<file path="src/rtl/dcc_pkg.sv">
// Shared types and constants for the DCC packet bit serializer.
// No dependencies; every other file in rtl/ refers to this package by scoped name.
`default_nettype none

package dcc_pkg;

    // Preamble ones of the first packet after reset, before the fixed second segment
    localparam int INITIAL_PREAMBLE = 16;

    // Field widths
    localparam int BYTE_W    = 8;
    localparam int PERIOD_W  = 8;
    localparam int COUNT_W   = 5;
    localparam int REG_IDX_W = 2;

    // Bits in each later segment: first and second preamble halves, each byte
    localparam logic [COUNT_W-1:0] SEGMENT_BITS = 5'd8;

    // Configuration register indexes
    localparam logic [REG_IDX_W-1:0] REG_SHORT_PERIOD = 2'd0;
    localparam logic [REG_IDX_W-1:0] REG_LONG_PERIOD  = 2'd1;

    // One line bit with its timer control
    typedef struct packed {
        logic                bit_value;
        logic [PERIOD_W-1:0] timer_value;
        logic                add_mode;
        logic                packet_end;
    } result_t;

    // Timer periods held by the configuration registers
    typedef struct packed {
        logic [PERIOD_W-1:0] short_period;
        logic [PERIOD_W-1:0] long_period;
    } periods_t;

endpackage

`default_nettype wire

</file>
<file path="src/rtl/dcc_stream_if.sv">
// Valid/ready channel interfaces for bit-period ticks and line bits.
// Depends on dcc_pkg for field widths.
`default_nettype none

interface dcc_tick_if;
    logic                         valid;
    logic                         ready;
    logic [dcc_pkg::BYTE_W-1:0]   data_first;
    logic [dcc_pkg::BYTE_W-1:0]   data_second;
    logic [dcc_pkg::BYTE_W-1:0]   check_byte;

    modport source (output valid, output data_first, output data_second,
                    output check_byte, input ready);
    modport sink   (input valid, input data_first, input data_second,
                    input check_byte, output ready);
endinterface

interface dcc_bit_if;
    logic                         valid;
    logic                         ready;
    logic                         bit_value;
    logic [dcc_pkg::PERIOD_W-1:0] timer_value;
    logic                         add_mode;
    logic                         packet_end;

    modport source (output valid, output bit_value, output timer_value,
                    output add_mode, output packet_end, input ready);
    modport sink   (input valid, input bit_value, input timer_value,
                    input add_mode, input packet_end, output ready);
endinterface

`default_nettype wire

</file>
<file path="src/rtl/dcc_cfg_regs.sv">
// Configuration registers: short and long timer periods.
// Depends on dcc_pkg for register indexes and the periods_t type.
`default_nettype none

module dcc_cfg_regs (
    input  wire logic                              clk,
    input  wire logic                              rst_n,
    input  wire logic                              wr_en,
    input  wire logic [dcc_pkg::REG_IDX_W-1:0]     wr_index,
    input  wire logic [dcc_pkg::PERIOD_W-1:0]      wr_data,
    output dcc_pkg::periods_t                      periods
);

    logic [dcc_pkg::PERIOD_W-1:0] short_period_reg;
    logic [dcc_pkg::PERIOD_W-1:0] long_period_reg;

    // Write the addressed register; drop writes to unknown indexes
    always_ff @(posedge clk or negedge rst_n)
    begin
        if (!rst_n)
        begin
            short_period_reg <= '0;
            long_period_reg  <= '0;
        end
        else if (wr_en)
        begin
            case (wr_index)
                dcc_pkg::REG_SHORT_PERIOD: short_period_reg <= wr_data;
                dcc_pkg::REG_LONG_PERIOD:  long_period_reg  <= wr_data;
                default:                   ;
            endcase
        end
    end

    assign periods.short_period = short_period_reg;
    assign periods.long_period  = long_period_reg;

endmodule

`default_nettype wire

</file>
<file path="src/rtl/dcc_phase_seq.sv">
// Packet phase sequencer: picks the line bit for each accepted tick.
// Depends on dcc_pkg for widths, segment length and the result_t type.
`default_nettype none

module dcc_phase_seq #(
    parameter int INITIAL_PREAMBLE = dcc_pkg::INITIAL_PREAMBLE
) (
    input  wire logic                          clk,
    input  wire logic                          rst_n,
    input  wire logic                          accept,
    input  wire logic [dcc_pkg::BYTE_W-1:0]    data_first,
    input  wire logic [dcc_pkg::BYTE_W-1:0]    data_second,
    input  wire logic [dcc_pkg::BYTE_W-1:0]    check_byte,
    input  wire dcc_pkg::periods_t             periods,
    output dcc_pkg::result_t                   result
);

    typedef enum logic [3:0] {
        PH_PREAMBLE_A = 4'd1,
        PH_PREAMBLE_B = 4'd2,
        PH_ZERO_A     = 4'd3,
        PH_BYTE_A     = 4'd4,
        PH_ZERO_B     = 4'd5,
        PH_BYTE_B     = 4'd6,
        PH_ZERO_C     = 4'd7,
        PH_CHECK      = 4'd8,
        PH_END        = 4'd9
    } phase_t;

    localparam logic [dcc_pkg::COUNT_W-1:0] PREAMBLE_RESET =
        dcc_pkg::COUNT_W'(INITIAL_PREAMBLE);

    phase_t                          phase_reg;
    phase_t                          phase_next;
    logic [dcc_pkg::COUNT_W-1:0]     bits_left_reg;
    logic [dcc_pkg::COUNT_W-1:0]     bits_left_next;
    logic                            seg_done;
    logic [dcc_pkg::COUNT_W-1:0]     bits_dec;
    logic [2:0]                      bit_idx;
    logic [dcc_pkg::BYTE_W-1:0]      cur_byte;
    logic                            line_bit;
    logic                            end_bit;

    // Segment countdown: a count of zero or one ends the segment
    assign seg_done = (bits_left_reg <= dcc_pkg::COUNT_W'(1));
    assign bits_dec = seg_done ? '0 : bits_left_reg - dcc_pkg::COUNT_W'(1);
    assign bit_idx  = bits_left_reg[2:0] - 3'd1;

    // Select the byte being shifted out
    always_comb
    begin
        case (phase_reg)
            PH_BYTE_A: cur_byte = data_first;
            PH_BYTE_B: cur_byte = data_second;
            default:   cur_byte = check_byte;
        endcase
    end

    // Next phase, count and line bit
    always_comb
    begin
        phase_next     = phase_reg;
        bits_left_next = bits_left_reg;
        line_bit       = 1'b1;
        end_bit        = 1'b0;
        case (phase_reg)
            PH_PREAMBLE_B:
            begin
                bits_left_next = bits_dec;
                if (seg_done)
                    phase_next = PH_ZERO_A;
            end
            PH_ZERO_A:
            begin
                line_bit       = 1'b0;
                phase_next     = PH_BYTE_A;
                bits_left_next = dcc_pkg::SEGMENT_BITS;
            end
            PH_ZERO_B:
            begin
                line_bit       = 1'b0;
                phase_next     = PH_BYTE_B;
                bits_left_next = dcc_pkg::SEGMENT_BITS;
            end
            PH_ZERO_C:
            begin
                line_bit       = 1'b0;
                phase_next     = PH_CHECK;
                bits_left_next = dcc_pkg::SEGMENT_BITS;
            end
            PH_BYTE_A:
            begin
                line_bit       = cur_byte[bit_idx];
                bits_left_next = bits_dec;
                if (seg_done)
                    phase_next = PH_ZERO_B;
            end
            PH_BYTE_B:
            begin
                line_bit       = cur_byte[bit_idx];
                bits_left_next = bits_dec;
                if (seg_done)
                    phase_next = PH_ZERO_C;
            end
            PH_CHECK:
            begin
                line_bit       = cur_byte[bit_idx];
                bits_left_next = bits_dec;
                if (seg_done)
                    phase_next = PH_END;
            end
            PH_END:
            begin
                end_bit        = 1'b1;
                phase_next     = PH_PREAMBLE_A;
                bits_left_next = dcc_pkg::SEGMENT_BITS;
            end
            default:
            begin
                // First preamble segment, also taken by meaningless codes
                if (seg_done)
                begin
                    phase_next     = PH_PREAMBLE_B;
                    bits_left_next = dcc_pkg::SEGMENT_BITS;
                end
                else
                begin
                    phase_next     = PH_PREAMBLE_A;
                    bits_left_next = bits_dec;
                end
            end
        endcase
    end

    // Hold phase and count; advance on each accepted item
    always_ff @(posedge clk or negedge rst_n)
    begin
        if (!rst_n)
        begin
            phase_reg     <= PH_PREAMBLE_A;
            bits_left_reg <= PREAMBLE_RESET;
        end
        else if (accept)
        begin
            phase_reg     <= phase_next;
            bits_left_reg <= bits_left_next;
        end
    end

    // Timer control follows the line bit
    assign result.bit_value   = line_bit;
    assign result.timer_value = line_bit ? periods.short_period : periods.long_period;
    assign result.add_mode    = line_bit;
    assign result.packet_end  = end_bit;

endmodule

`default_nettype wire

</file>
<file path="src/rtl/dcc_out_stage.sv">
// Output register with a skid entry, so ready does not wait on the far side.
// Depends on dcc_pkg for the result_t type.
`default_nettype none

module dcc_out_stage (
    input  wire logic         clk,
    input  wire logic         rst_n,
    input  wire logic         in_valid,
    output logic              in_ready,
    input  wire dcc_pkg::result_t in_item,
    output logic              out_valid,
    input  wire logic         out_ready,
    output dcc_pkg::result_t  out_item
);

    logic             main_valid_reg;
    logic             skid_valid_reg;
    dcc_pkg::result_t main_reg;
    dcc_pkg::result_t skid_reg;
    logic             accept;
    logic             main_free;

    assign in_ready  = !skid_valid_reg;
    assign accept    = in_valid && in_ready;
    assign main_free = !main_valid_reg || out_ready;

    // Control: move the skid item forward first, park a new item if stalled
    always_ff @(posedge clk or negedge rst_n)
    begin
        if (!rst_n)
        begin
            main_valid_reg <= 1'b0;
            skid_valid_reg <= 1'b0;
        end
        else
        begin
            if (main_free)
            begin
                main_valid_reg <= skid_valid_reg || accept;
                skid_valid_reg <= skid_valid_reg && accept;
            end
            else if (accept)
            begin
                skid_valid_reg <= 1'b1;
            end
        end
    end

    // Payload: no reset needed
    always_ff @(posedge clk)
    begin
        if (main_free)
            main_reg <= skid_valid_reg ? skid_reg : in_item;
        if (accept && (skid_valid_reg || !main_free))
            skid_reg <= in_item;
    end

    assign out_valid = main_valid_reg;
    assign out_item  = main_reg;

endmodule

`default_nettype wire

</file>
<file path="src/rtl/dcc_packet_bit_serializer.sv">
// DCC packet bit serializer, top level.
// Each line bit is decided combinationally from its tick and registered on acceptance.
// Throughput: one tick per cycle while the skid entry is empty.
// While a bit waits downstream the skid entry takes one more tick, then ticks stall.
// Reset: asynchronous, active low; periods clear to zero, sequencing restarts at
// the long first preamble, and the output stage empties.
`default_nettype none

module dcc_packet_bit_serializer #(
    parameter int INITIAL_PREAMBLE = dcc_pkg::INITIAL_PREAMBLE
) (
    input  wire logic                           clk,
    input  wire logic                           rst_n,
    dcc_tick_if.sink                            tick_ch,
    dcc_bit_if.source                           bit_ch,
    input  wire logic                           wr_en,
    input  wire logic [dcc_pkg::REG_IDX_W-1:0]  wr_index,
    input  wire logic [dcc_pkg::PERIOD_W-1:0]   wr_data
);

    dcc_pkg::periods_t periods;
    dcc_pkg::result_t  seq_result;
    dcc_pkg::result_t  out_item;
    logic              tick_ready;
    logic              accept;

    assign accept        = tick_ch.valid && tick_ready;
    assign tick_ch.ready = tick_ready;

    // Timer period registers
    dcc_cfg_regs u_cfg (
        .clk      (clk),
        .rst_n    (rst_n),
        .wr_en    (wr_en),
        .wr_index (wr_index),
        .wr_data  (wr_data),
        .periods  (periods)
    );

    // Packet phase and bit selection
    dcc_phase_seq #(
        .INITIAL_PREAMBLE (INITIAL_PREAMBLE)
    ) u_seq (
        .clk         (clk),
        .rst_n       (rst_n),
        .accept      (accept),
        .data_first  (tick_ch.data_first),
        .data_second (tick_ch.data_second),
        .check_byte  (tick_ch.check_byte),
        .periods     (periods),
        .result      (seq_result)
    );

    // Result register and skid entry
    dcc_out_stage u_out (
        .clk       (clk),
        .rst_n     (rst_n),
        .in_valid  (tick_ch.valid),
        .in_ready  (tick_ready),
        .in_item   (seq_result),
        .out_valid (bit_ch.valid),
        .out_ready (bit_ch.ready),
        .out_item  (out_item)
    );

    assign bit_ch.bit_value   = out_item.bit_value;
    assign bit_ch.timer_value = out_item.timer_value;
    assign bit_ch.add_mode    = out_item.add_mode;
    assign bit_ch.packet_end  = out_item.packet_end;

endmodule

`default_nettype wire

</file>
<file path="src/flat_wrapper.sv">
// flat-port wrapper written by rule: the top's interface ports become plain ports
module dcc_packet_bit_serializer_flat 
#(
    parameter int INITIAL_PREAMBLE = dcc_pkg::INITIAL_PREAMBLE
)
  (clk, rst_n, wr_en, wr_index, wr_data, tick_ch_valid, tick_ch_data_first, tick_ch_data_second, tick_ch_check_byte, tick_ch_ready, bit_ch_valid, bit_ch_bit_value, bit_ch_timer_value, bit_ch_add_mode, bit_ch_packet_end, bit_ch_ready);
  dcc_tick_if tick_ch_i ();
  dcc_bit_if bit_ch_i ();
  input  wire logic clk;
  input  wire logic rst_n;
  input  wire logic wr_en;
  input  wire logic [dcc_pkg::REG_IDX_W-1:0] wr_index;
  input  wire logic [dcc_pkg::PERIOD_W-1:0] wr_data;
  input wire logic [$bits(tick_ch_i.valid)-1:0] tick_ch_valid;
  input wire logic [$bits(tick_ch_i.data_first)-1:0] tick_ch_data_first;
  input wire logic [$bits(tick_ch_i.data_second)-1:0] tick_ch_data_second;
  input wire logic [$bits(tick_ch_i.check_byte)-1:0] tick_ch_check_byte;
  output wire logic [$bits(tick_ch_i.ready)-1:0] tick_ch_ready;
  output wire logic [$bits(bit_ch_i.valid)-1:0] bit_ch_valid;
  output wire logic [$bits(bit_ch_i.bit_value)-1:0] bit_ch_bit_value;
  output wire logic [$bits(bit_ch_i.timer_value)-1:0] bit_ch_timer_value;
  output wire logic [$bits(bit_ch_i.add_mode)-1:0] bit_ch_add_mode;
  output wire logic [$bits(bit_ch_i.packet_end)-1:0] bit_ch_packet_end;
  input wire logic [$bits(bit_ch_i.ready)-1:0] bit_ch_ready;
  assign tick_ch_i.valid = tick_ch_valid;
  assign tick_ch_i.data_first = tick_ch_data_first;
  assign tick_ch_i.data_second = tick_ch_data_second;
  assign tick_ch_i.check_byte = tick_ch_check_byte;
  assign tick_ch_ready = tick_ch_i.ready;
  assign bit_ch_valid = bit_ch_i.valid;
  assign bit_ch_bit_value = bit_ch_i.bit_value;
  assign bit_ch_timer_value = bit_ch_i.timer_value;
  assign bit_ch_add_mode = bit_ch_i.add_mode;
  assign bit_ch_packet_end = bit_ch_i.packet_end;
  assign bit_ch_i.ready = bit_ch_ready;
  dcc_packet_bit_serializer #(.INITIAL_PREAMBLE(INITIAL_PREAMBLE)) u_core (.clk(clk), .rst_n(rst_n), .tick_ch(tick_ch_i), .bit_ch(bit_ch_i), .wr_en(wr_en), .wr_index(wr_index), .wr_data(wr_data));
endmodule
</file>
<file path="config.mk">
export PLATFORM = sky130hd
export DESIGN_NAME = dcc_packet_bit_serializer_flat
export DESIGN_NICKNAME = d
export VERILOG_FILES = /design/src/rtl/dcc_pkg.sv /design/src/rtl/dcc_stream_if.sv /design/src/rtl/dcc_cfg_regs.sv /design/src/rtl/dcc_phase_seq.sv /design/src/rtl/dcc_out_stage.sv /design/src/rtl/dcc_packet_bit_serializer.sv /design/src/flat_wrapper.sv
export SDC_FILE = /design/constraint.sdc
export NUM_CORES = 1
export LEC_CHECK = 0
export ABC_AREA = 0
export BUFFER_PORTS_ARGS = -buffer_cell sky130_fd_sc_hd__buf_4
export CORE_MARGIN = 1.5
export CORE_UTILIZATION = 30
export DETAILED_ROUTE_END_ITERATION = 12
export SLEW_MARGIN = 15
export SYNTH_ARGS = -nofsm -noshare
export SYNTH_HDL_FRONTEND = slang
export SYNTH_SLANG_ARGS = --single-unit
</file>
<file path="constraint.sdc">
create_clock -name clk -period 7.45 [get_ports clk]
set_input_delay 1.1175 -clock clk [delete_from_list [all_inputs] [get_ports clk]]
set_output_delay 1.1175 -clock clk [all_outputs]
set_load 0.03 [all_outputs]
</file>
=== Word-level counts from Yosys, hierarchy flattened ===
Index checks and enable logic that the tools add are counted.

* Reduce and logical (&&, ||, !) cells: 18
* Muxes and demuxes: 18
* Add/sub/neg operators: 2
* Order comparisons: 2
* Equal/unequal tests: 13

{| class="wikitable"
|+ Operators by type and width
! cell !! count
|-
| $pmux 4 s8 || 1
|-
| $eq 4x3->1 const B || 4
|-
| $mux 4 || 4
|-
| $pmux 8 s2 || 1
|-
| $mux 11 || 1
|-
| $mux 5 || 2
|-
| $pmux 5 s2 || 1
|-
| $eq 4x2->1 const B || 2
|-
| $eq 4x4->1 const B || 2
|-
| $mux 8 || 1
|-
| $ne 2x2->1 const B || 4
|-
| $reduce_or 4->1 || 2
|-
| $reduce_or 3->1 || 2
|-
| $le 5x1->1 const B || 1
|-
| $reduce_and 5->1 || 1
|-
| $sub 5x1->5 const B || 1
|-
| $lt 3x4->1 const B || 1
|-
| $mux 1 || 4
|-
| $reduce_and 2->1 || 2
|-
| $bmux 1 s3 || 1
|-
| $logic_and 1x1->1 || 3
|-
| $logic_not 1->1 || 3
|-
| $logic_or 1x1->1 || 3
|-
| $sub 3x1->3 const B || 1
|-
| other kinds (5) || 5
|}

* Bits of input ports: 39
* Word-level logic and storage cells: 66
* Register bits after elaboration: 48

=== Logic depth before layout (Yosys ltp) ===
Gate-level depths: netlist (run 1).

* Word-level depth: 7
* Mapped depth: 11
* Gate-level depth less buffers: 8

=== Modules after synthesis ===
Synthesis (run 1) repeated with hierarchy kept, for this count alone.

* Cells, all modules: 184
* Area, all modules: 2502.4 um2

{| class="wikitable"
|+ Modules (own cells, without submodules)
! module !! area an instance (um2) !! instances !! cells each
|-
| dcc_phase_seq || 984.7 || 1 || 107
|-
| dcc_out_stage || 900.9 || 1 || 42
|-
| dcc_cfg_regs || 610.6 || 1 || 34
|-
| dcc_packet_bit_serializer || 6.3 || 1 || 1
|}

=== Least setup slack after synthesis (run 1) ===
No wires, ideal clock.

* Path kind: input to register
* Start: input port tick_ch_data_second[6]
* End: register u_core.u_out.main_reg (netlist bit u_core.u_out.out_item[1]), data pin
* Path slack: 4669 ps
* Arrival time: 2513 ps
* Buffers on the path: 3
* Setup time: 268 ps
* Stages on the path: 7
* Cell sequence: mux4_2 a2111oi_2 or2_1 buf_4 buf_12 buf_8 o31ai_2

* Cells in the longest elaborated chain, start to end: 5

{| class="wikitable"
|+ Ends and longest elaborated chain
! what !! RTL line !! RTL
|-
| start: declaration || flat_wrapper.sv:16 || <nowiki>input wire logic [$bits(tick_ch_i.data_second)-1:0] tick_ch_data_second;</nowiki>
|-
| $pmux 8 s2 || dcc_phase_seq.sv:52 || <nowiki>case (phase_reg)</nowiki>
|-
| $bmux 1 s3 || dcc_phase_seq.sv:93, dcc_phase_seq.sv:100, dcc_phase_seq.sv:107 ||
|-
| $mux 1 (implied by the code) || dcc_phase_seq.sv:93, dcc_phase_seq.sv:100, dcc_phase_seq.sv:107 ||
|-
| $pmux 1 s2 || dcc_phase_seq.sv:66 || <nowiki>case (phase_reg)</nowiki>
|-
| $mux 11 || dcc_out_stage.sv:53 || <nowiki>main_reg <= skid_valid_reg ? skid_reg : in_item;</nowiki>
|-
| end signal: assignment || dcc_out_stage.sv:53 ||
|-
| end: declaration || dcc_out_stage.sv:18 || <nowiki>dcc_pkg::result_t main_reg;</nowiki>
|}

Every way passes these cells. The select of a mux whose other input is x is not followed.
A chain may end at the register's enable or synchronous reset.

=== Worst setup path in the final report (run 1) ===
* Start: register u_core.u_seq.phase_reg[3]
* End: register u_core.u_out.main_reg (netlist bit u_core.u_out.out_item[7]), data pin

* Cells in the longest elaborated chain, start to end: 7
* Elaborated cells between the ends (all ways): 14
* Those cells by class: 6 x eq/ne; 6 x mux; 2 x reduce/logical

{| class="wikitable"
|+ Ends and longest elaborated chain
! what !! RTL line !! RTL
|-
| start: declaration || dcc_phase_seq.sv:33 || <nowiki>phase_t phase_reg;</nowiki>
|-
| start signal: assignment || dcc_phase_seq.sv:145 || <nowiki>phase_reg <= phase_next;</nowiki>
|-
| $eq 4x3->1 || dcc_phase_seq.sv:52, dcc_phase_seq.sv:66 ||
|-
| $pmux 8 s2 || dcc_phase_seq.sv:52 ||
|-
| $bmux 1 s3 || dcc_phase_seq.sv:93, dcc_phase_seq.sv:100, dcc_phase_seq.sv:107 ||
|-
| $mux 1 (implied by the code) || dcc_phase_seq.sv:93, dcc_phase_seq.sv:100, dcc_phase_seq.sv:107 ||
|-
| $pmux 1 s2 (*) || dcc_phase_seq.sv:66 ||
|-
| $mux 8 (*) || dcc_phase_seq.sv:152 || <nowiki>assign result.timer_value = line_bit ? periods.short_period : periods.long_period;</nowiki>
|-
| $mux 11 (*) || dcc_out_stage.sv:53 ||
|}

Every way passes the cells marked *; elsewhere a longest branch is shown, timed or not. The select of a mux whose other input is x is not followed.

==> metrics.md, run 1 <==
| Metric | Value |
|---|---|
| WL final | 5290 um |
| Chip width | 96.8 um |
| DR pass1 iterations | 4 |
| Most instantiated library cell after synthesis | nand2_1 |
| Top-area cell type share of the netlist area | 23.7% |
| Hold Path Class | reg -> reg |
| Max Cap Viol | 0 |
| Remaining Overflow, GRT | 0 |
| Slew headroom | 31.7% |
| Final setup skew | 0.00619 ns |
| Worst slew pin tran | 1.02 ns |
| Ys flop type | dfrtp_1 |
| Hold depth | 2 |
| Synth cell count leaders | 28 x nand2_1, 25 x dfrtp_1, 20 x edfxtp_1 |
| Seq cells post-synth | 47 |
| CTS H-tree lvls | 2 |
| Ports | 52 |
| Final slew viol count | 0 |
| Worst-path clk slew | 0.09 ns |
| Largest net degree at the start of global routing | 30 |
| DR DRC count | 0 |
| Vias per inst | 4.98 |
| Final Cycle Share | 39.5% |
| Top delay family on crit path | simple AND/OR/NAND/NOR gates |
| Full die area | 9380 um2 |
| DR WL/cell | 13.7 um |
| Setup repair bufs after CTS | 0 |
| Mean area per synthesized cell | 11.3 um2 |
| CP max stage delay | 0.80 ns |
| Post-DRT Antenna Nets | 0 |
| Power density over cell area | 385 nW/um2 |
| CTS Buffer Depth | 2 |
| CP required | 7.48 ns |
| Min-Delay Startpoint | u_core.u_seq.bits_left_reg[1] |
| Final hold viol count | 0 |
| R2r worst-path depth | 7 |
| Maximum vdd drop | 0.000116 V |
| Post-synth top area cell | dfrtp_1 |
| Leak Pwr | 1.24 nW |
| Worst endpoint data arrival time | 2.97 ns |
| Nets | 319 |
| Worst hold slack | 0.514 ns |
| Root Driver | clkbuf_8 |
| Post-place setup slack | 4.35 ns |
| Worst R2R Start | u_core.u_seq.phase_reg[3] |
| Top area cells in the synthesized netlist | dfrtp_1 24%, edfxtp_1 23%, o21ai_2 4.6%, o31ai_2 4.3%, nand2_1 4.0% |
| Placed cell area | 3060 um2 |
| RSZ-0062 raised after global routing | no |
| CTS Buf Count | 5 |
| Initial core utilization | 30.6% |
| FP Rows | 34 |
| EDFF count, synth | 20 |
| CTS tree | built |
| DR vias | 1926 |
| Cell Chain, Critical Path | nor3b_2 > mux2i_1 > o22ai_1 > nor4_4 > buf_4 > o41a_1 > o21ai_2 |
| Antenna violations before repair | 0 |
| Crit start category | register |
| Final WS setup | 4.51 ns |
| Crit path buf inv count | 1 |
| Seq/Total Area, Yosys | 48.4% |
| Final non-filler cell area | 3150 um2 |
| Dpl hpwl | 3700 um |
| Setup slack, reg-to-reg | 4.51 ns |
| Count of input and output buffers | 51 |
| Crit end category | register |
| Hold endpoint | u_core.u_seq.bits_left_reg[1] |
| Syn nets | 274 |
| Crit-path slowest cell | nor3b_2 |
| Later-pin clock latency in the skew report | 0.30 ns |
| Mapped cell area | 2640 um2 |
| # diodes | 0 |
| Post-CTS resize count | 0 |
| Post-layout min period | 2.94 ns |
| Setup violations, final | 0 |
| CTS Hold Buffers Added | 0 |
| DIE HEIGHT | 96.8 um |
| First-pass GRT wire length | 9060 um |
| F_max | 340 MHz |
| Initial DRC Count | 165 |
| Yosys cell types | 49 |
| Status | finished, final reports clean |
| Layout cells sized above 1 | 37.3% |
| Global-route usage over all layers | 11.8% |
| Asr flop ratio synth | 57.4% |
| Post-Route Setup TNS | 0 ns |
| CP Class | reg -> reg |
| Cell count after synthesis | 233 |
| Worst R2R End | u_core.u_out.out_item[7] |
| YS warnings | 0 |
| Placeable Area | 8640 um2 |
| GP Congestion | 0.765 |
| Worst-path fanout max | 26 |
| TritonCTS Sinks | 47 |
| Vias in the first global route | 1837 |
| Area Overhead vs Synth | 19.2% |
[report_power, final]
group          total [W]  leakage (nW)  internal (W)  switching [W]
clock network   0.000155        0.0418     0.0000656      0.0000895
registers       0.000450         0.519      0.000376      0.0000744
logic           0.000606         0.675      0.000249       0.000357
[worst max path at each step]
stage                                         start                        to  slack [ns]  cells after the start
final                     u_core.u_seq.phase_reg[3]  u_core.u_out.out_item[7]        4.51                      7
after global routing      u_core.u_seq.phase_reg[3]  u_core.u_out.out_item[9]        4.25                      7
after CTS                 u_core.u_seq.phase_reg[3]  u_core.u_out.out_item[7]        4.50                      7
after detailed placement     tick_ch_data_second[6]  u_core.u_out.out_item[7]        4.35                      7
after global placement       tick_ch_data_second[6]  u_core.u_out.out_item[6]        4.38                      7
after floorplan              tick_ch_data_second[6]  u_core.u_out.out_item[1]        4.67                      7
[layout by cell type, fill, tap and decap left out, types with 4 or more instances in the layout]
master / instances
a21oi_1: 4
buf_4: 54
clkbuf_8: 5
dfrtp_1: 25
edfxtp_1: 20
inv_1: 12
mux2_2: 9
mux2i_1: 6
nand2_1: 28
nor2_1: 12
nor3_1: 4
o21ai_0: 19
o21ai_1: 4
o21ai_2: 14
o31ai_2: 9
o41a_1: 8
[area by class of cell]
| type | instances | area, um2 |
|---|---|---|
| Fill cell | 859 | 5490 |
| Clock inverter | 3 | 20.0 |
| Clock buffer | 5 | 68.8 |
| Sequential cell | 47 | 1280 |
| Inverter | 12 | 45.0 |
| Tap cell | 108 | 135 |
| Multi-Input combinational cell | 158 | 1190 |
| Timing Repair Buffer | 54 | 405 |
[metal layers]
| layer | wire [um] | track usage (%) | up-vias |
|---|---|---|---|
| met4 | 57 | 3.46 | 0 |
| li1 | - | - | 955 |
| met1 | 2660 | 17.9 | 925 |
| met3 | 250 | 2.82 | 5 |
| met5 | 0 | 0 | - |
| met2 | 2320 | 16.5 | 41 |
[cells by family (layout without fill, tap and decap cells)]
| group | Yosys count | in the layout | synth area share, % |
|---|---|---|---|
| flops | 47 | 47 | 48.4 |
| fa+ha+maj | 2 | 2 | 0.947 |
| mux | 19 | 19 | 8.67 |
| simple gates | 60 | 60 | 11.2 |
| xor+xnor | 3 | 3 | 0.995 |
| compound gates | 74 | 74 | 23.4 |
| buf+inv | 28 | 74 | 6.35 |
[tightest hold or removal path, stage by stage (launching register included)]
cell and delay, ns:
dfrtp_1 0.37, nand2_1 0.05, o31ai_1 0.06
[through the flow]
stage          total power, W  cells  utilization, %
2_1_floorplan        0.000957    233               -
3_3_place_gp          0.00104    379            35.4
3_5_place_dp          0.00106    379            35.4
4_1_cts               0.00122    387            36.5
5_1_grt               0.00130    387            36.5
6_report              0.00121    387            36.5
Power figures use the tool's default switching activity.
==> inputs of run 2 (changes only) <==
--- a/config.mk
+++ b/config.mk
@@ -5,7 +5,7 @@
 export SDC_FILE = /design/constraint.sdc
 export NUM_CORES = 1
 export LEC_CHECK = 0
-export ABC_AREA = 0
+export ABC_AREA = 1
 export BUFFER_PORTS_ARGS = -buffer_cell sky130_fd_sc_hd__buf_4
 export CORE_MARGIN = 1.5
 export CORE_UTILIZATION = 30
==> constraint.sdc (replaced) <==
create_clock -name clk -period 2.8 [get_ports clk]
set_input_delay 0.42 -clock clk [delete_from_list [all_inputs] [get_ports clk]]
set_output_delay 0.42 -clock clk [all_outputs]
set_load 0.03 [all_outputs]
==> run 2 against run 1 <==
Clock power increased to 2.8 times the previous value; non-clock buffer count decreased by 2; synthesized cell count increased by 33%; die area decreased by 1.6%; sequential share of layout area decreased by 0.37 points; maximum frequency increased by 29%; critical endpoint is now u_core.u_out.skid_reg[8]; highest routed layer unchanged.
==> metrics.md, run 2 <==
| Metric | Value |
|---|---|
| Ys flop type | dfrtp_1 (unchanged) |
| Area Overhead vs Synth | 22.2% (was 19.2%) |
| CTS Buf Count | 5 (unchanged) |
| Most frequent cells in the layout | 88 x nand2_1, 52 x buf_4, 43 x inv_1 (was 54 x buf_4, 28 x nand2_1, 25 x dfrtp_1) |
| Largest net degree at the start of global routing | 28 (was 30) |
| Mapped cell area | 2600 um2 (was 2640 um2) |
| Layout cells sized above 1 | 26.8% (was 37.3%) |
| Initial DRC Count | 88 (was 165) |
| Top-area cell type share of the netlist area | 24.1% (was 23.7%) |
| Most common cell after layout, fill and taps aside | nand2_1 (was buf_4) |
| Status | finished, final reports clean (unchanged) |
| DIE HEIGHT | 96.1 um (was 96.8 um) |
| DR pass1 iterations | 4 (unchanged) |
| Mean area per synthesized cell | 8.41 um2 (was 11.3 um2) |
| Worst-path fanout max | 14 (was 26) |
| Global-route usage over all layers | 12.1% (was 11.8%) |
| CTS H-tree lvls | 2 (unchanged) |
| Post-Route Setup TNS | 0 ns (unchanged) |
| Seq/Total Area, Yosys | 49.2% (was 48.4%) |
| Placeable Area | 8300 um2 (was 8640 um2) |
| Yosys cell types | 37 (was 49) |
| Final hold viol count | 0 (unchanged) |
| Full die area | 9230 um2 (was 9380 um2) |
| Design Power | 0.00306 W (was 0.00121 W) |
| Later-pin clock latency in the skew report | 0.30 ns (about the same) |
| F_max | 439 MHz (was 340 MHz) |
| Gate power share | 49.3% (was 50.0%) |
| CTS tree | built (unchanged) |
| Post-place setup slack | 0.557 ns (was 4.35 ns) |
| Core Util, Final | 38.3% (was 36.5%) |
| EDFF count, synth | 20 (unchanged) |
| RSZ-0062 raised after global routing | no (unchanged) |
| Synth cell count leaders | 88 x nand2_1, 43 x inv_1, 26 x nand3_1 (was 28 x nand2_1, 25 x dfrtp_1, 20 x edfxtp_1) |
| Top area cells in the synthesized netlist | dfrtp_1 24%, edfxtp_1 23%, nand2_1 13%, inv_1 6.2%, nand3_1 5.0% (was dfrtp_1 24%, edfxtp_1 23%, o21ai_2 4.6%, o31ai_2 4.3%, nand2_1 4.0%) |
| Hold Path Class | in -> async (was reg -> reg) |
| Root Driver | clkbuf_8 (unchanged) |
| CTS Hold Buffers Added | 0 (unchanged) |
| TritonCTS Sinks | 47 (unchanged) |
| Most instantiated library cell after synthesis | nand2_1 (unchanged) |
| Asr flop ratio synth | 57.4% (unchanged) |
| Final WS setup | 0.523 ns (was 4.51 ns) |
| CTS Buffer Depth | 2 (unchanged) |
| Vias per inst | 4.45 (was 4.98) |
| Leak Pwr | 1.57 nW (was 1.24 nW) |
| Nets | 402 (was 319) |
| Seq cells post-synth | 47 (unchanged) |
| DR vias | 2080 (was 1926) |
| Clock power share | 14.1% (was 12.8%) |
| Storage element area | 1280 um2 (unchanged) |
| Post-DRT Antenna Nets | 0 (unchanged) |
| Final Cycle Share | 81.3% (was 39.5%) |
| Final slew viol count | 0 (unchanged) |
| Sw frac | 42.7% (was 43.0%) |
| Crit start category | register (unchanged) |
| CP Class | reg -> reg (unchanged) |
| Setup repair bufs after CTS | 0 (unchanged) |
| Remaining Overflow, GRT | 0 (unchanged) |
| CP required | 2.86 ns (was 7.48 ns) |
| WL final | 5190 um (was 5290 um) |
| Setup violations, final | 0 (unchanged) |
| Count of input and output buffers | 51 (unchanged) |
| Dpl hpwl | 4030 um (was 3700 um) |
| Worst endpoint data arrival time | 2.33 ns (was 2.97 ns) |
| FP Rows | 33 (was 34) |
| Antenna violations before repair | 0 (unchanged) |
| Multi-input gate area | 1090 um2 (was 1190 um2) |
| Crit end category | register (unchanged) |
| # fillers | 850 (was 859) |
| Worst slew pin tran | 0.537 ns (was 1.02 ns) |
| Cell count after synthesis | 309 (was 233) |
| Internal power | 0.00175 W (was 0.000690 W) |
| Slew headroom | 64.1% (was 31.7%) |
| First-pass GRT wire length | 8760 um (was 9060 um) |
| Final setup skew | 0.00618 ns (was 0.00619 ns) |
| GP Congestion | 0.862 (was 0.765) |
| Flop pwr share | 36.6% (was 37.2%) |
| Post-layout min period | 2.28 ns (was 2.94 ns) |
| Switching power | 0.00131 W (was 0.000521 W) |
| Worst-path clk slew | 0.09 ns (about the same) |
| YS warnings | 0 (unchanged) |
| Post-synth top area cell | dfrtp_1 (unchanged) |
| Maximum vdd drop | 0.000262 V (was 0.000116 V) |
| Syn nets | 350 (was 274) |
| DR WL/cell | 11.1 um (was 13.7 um) |
| Vias in the first global route | 1965 (was 1837) |
| Power density over cell area | 963 nW/um2 (was 385 nW/um2) |
| Max Cap Viol | 0 (unchanged) |
| # diodes | 0 (unchanged) |
| DR DRC count | 0 (unchanged) |
| Chip width | 96.1 um (was 96.8 um) |
| Initial core utilization | 31.3% (was 30.6%) |
| Post-CTS resize count | 0 (unchanged) |
| Ports | 52 (unchanged) |
| Worst hold slack | 0.0260 ns (was 0.514 ns) |
-- run 2: critical path, stage by stage (launching register included) --
cell      delay, ns
dfrtp_1        0.60
inv_2          0.16
ha_1           0.33
inv_1          0.07
a21oi_1        0.18
a21boi_2       0.09
nand2_2        0.07
nand3_4        0.14
nand2_8        0.19
nand2_4        0.05
and2_1         0.14
-- run 2: through the flow --
| stage | area [um2] | std cells |
|---|---|---|
| finish | 3180 | 467 |
| global route | 3180 | 467 |
| CTS | 3180 | 467 |
| detailed placement | 3080 | 459 |
| global placement | 3080 | 459 |
| floorplan | 2600 | 309 |
-- run 2: logic make-up after synthesis --
kind of cell / Yosys count / synth area share [%]
AO/OA/AOI/OAI: 41 / 9.10
XOR/XNOR: 2 / 0.674
adder cells (fa/ha/maj): 2 / 0.963
buffers and inverters: 58 / 9.00
flip-flops: 47 / 49.2
AND/OR/NAND/NOR: 159 / 31.1
-- run 2: final cells by class --
| type | count | share of cell area [%] |
|---|---|---|
| clock buffers | 7 | 2.84 |
| repair buffers | 52 | 12.3 |
| clock inverters | 1 | 0.276 |
| flip-flops and latches | 47 | 40.3 |
| well taps | 105 | 4.14 |
| multi-input cells | 204 | 34.2 |
| inverters | 51 | 6.03 |
-- run 2: path summary, 6_finish.rpt --
path	from	endpoint	slack, ns	depth (start not counted)
worst max register to register	u_core.u_seq.bits_left_reg[0]	u_core.u_out.skid_reg[8]	0.52	10
min in group clk	tick_ch_valid	u_core.u_out.out_valid	0.34	3
worst max-delay path	u_core.u_seq.bits_left_reg[0]	u_core.u_out.skid_reg[8]	0.52	10
worst min register to register	u_core.u_cfg.long_period_reg[2]	u_core.u_cfg.long_period_reg[2]	0.49	2
max in group asynchronous	rst_n	u_core.u_seq.bits_left_reg[4]	2.46	1
worst min-delay path	rst_n	u_core.u_out.skid_valid_reg	0.03	1
-- run 2: layer usage --
layer	share of wire [%]	track usage [%]	vias up	wire, um
li1	-	-	1080	-
met1	46	16.3	950	2410
met2	48	19.4	44	2490
met3	4.4	2.53	6	227
met4	1.4	4.17	0	72
met5	0	0	-	0
-- run 2: power by group through the flow --
stage | Sequential (W) | Combinational (W) | Clock [W]
floorplan | 0.00123 | 0.00106 | 0
global placement | 0.00113 | 0.00149 | 0
detailed placement | 0.00114 | 0.00151 | 0
CTS | 0.00112 | 0.00152 | 0.000447
global route | 0.00115 | 0.00170 | 0.000481
finish | 0.00112 | 0.00151 | 0.000433
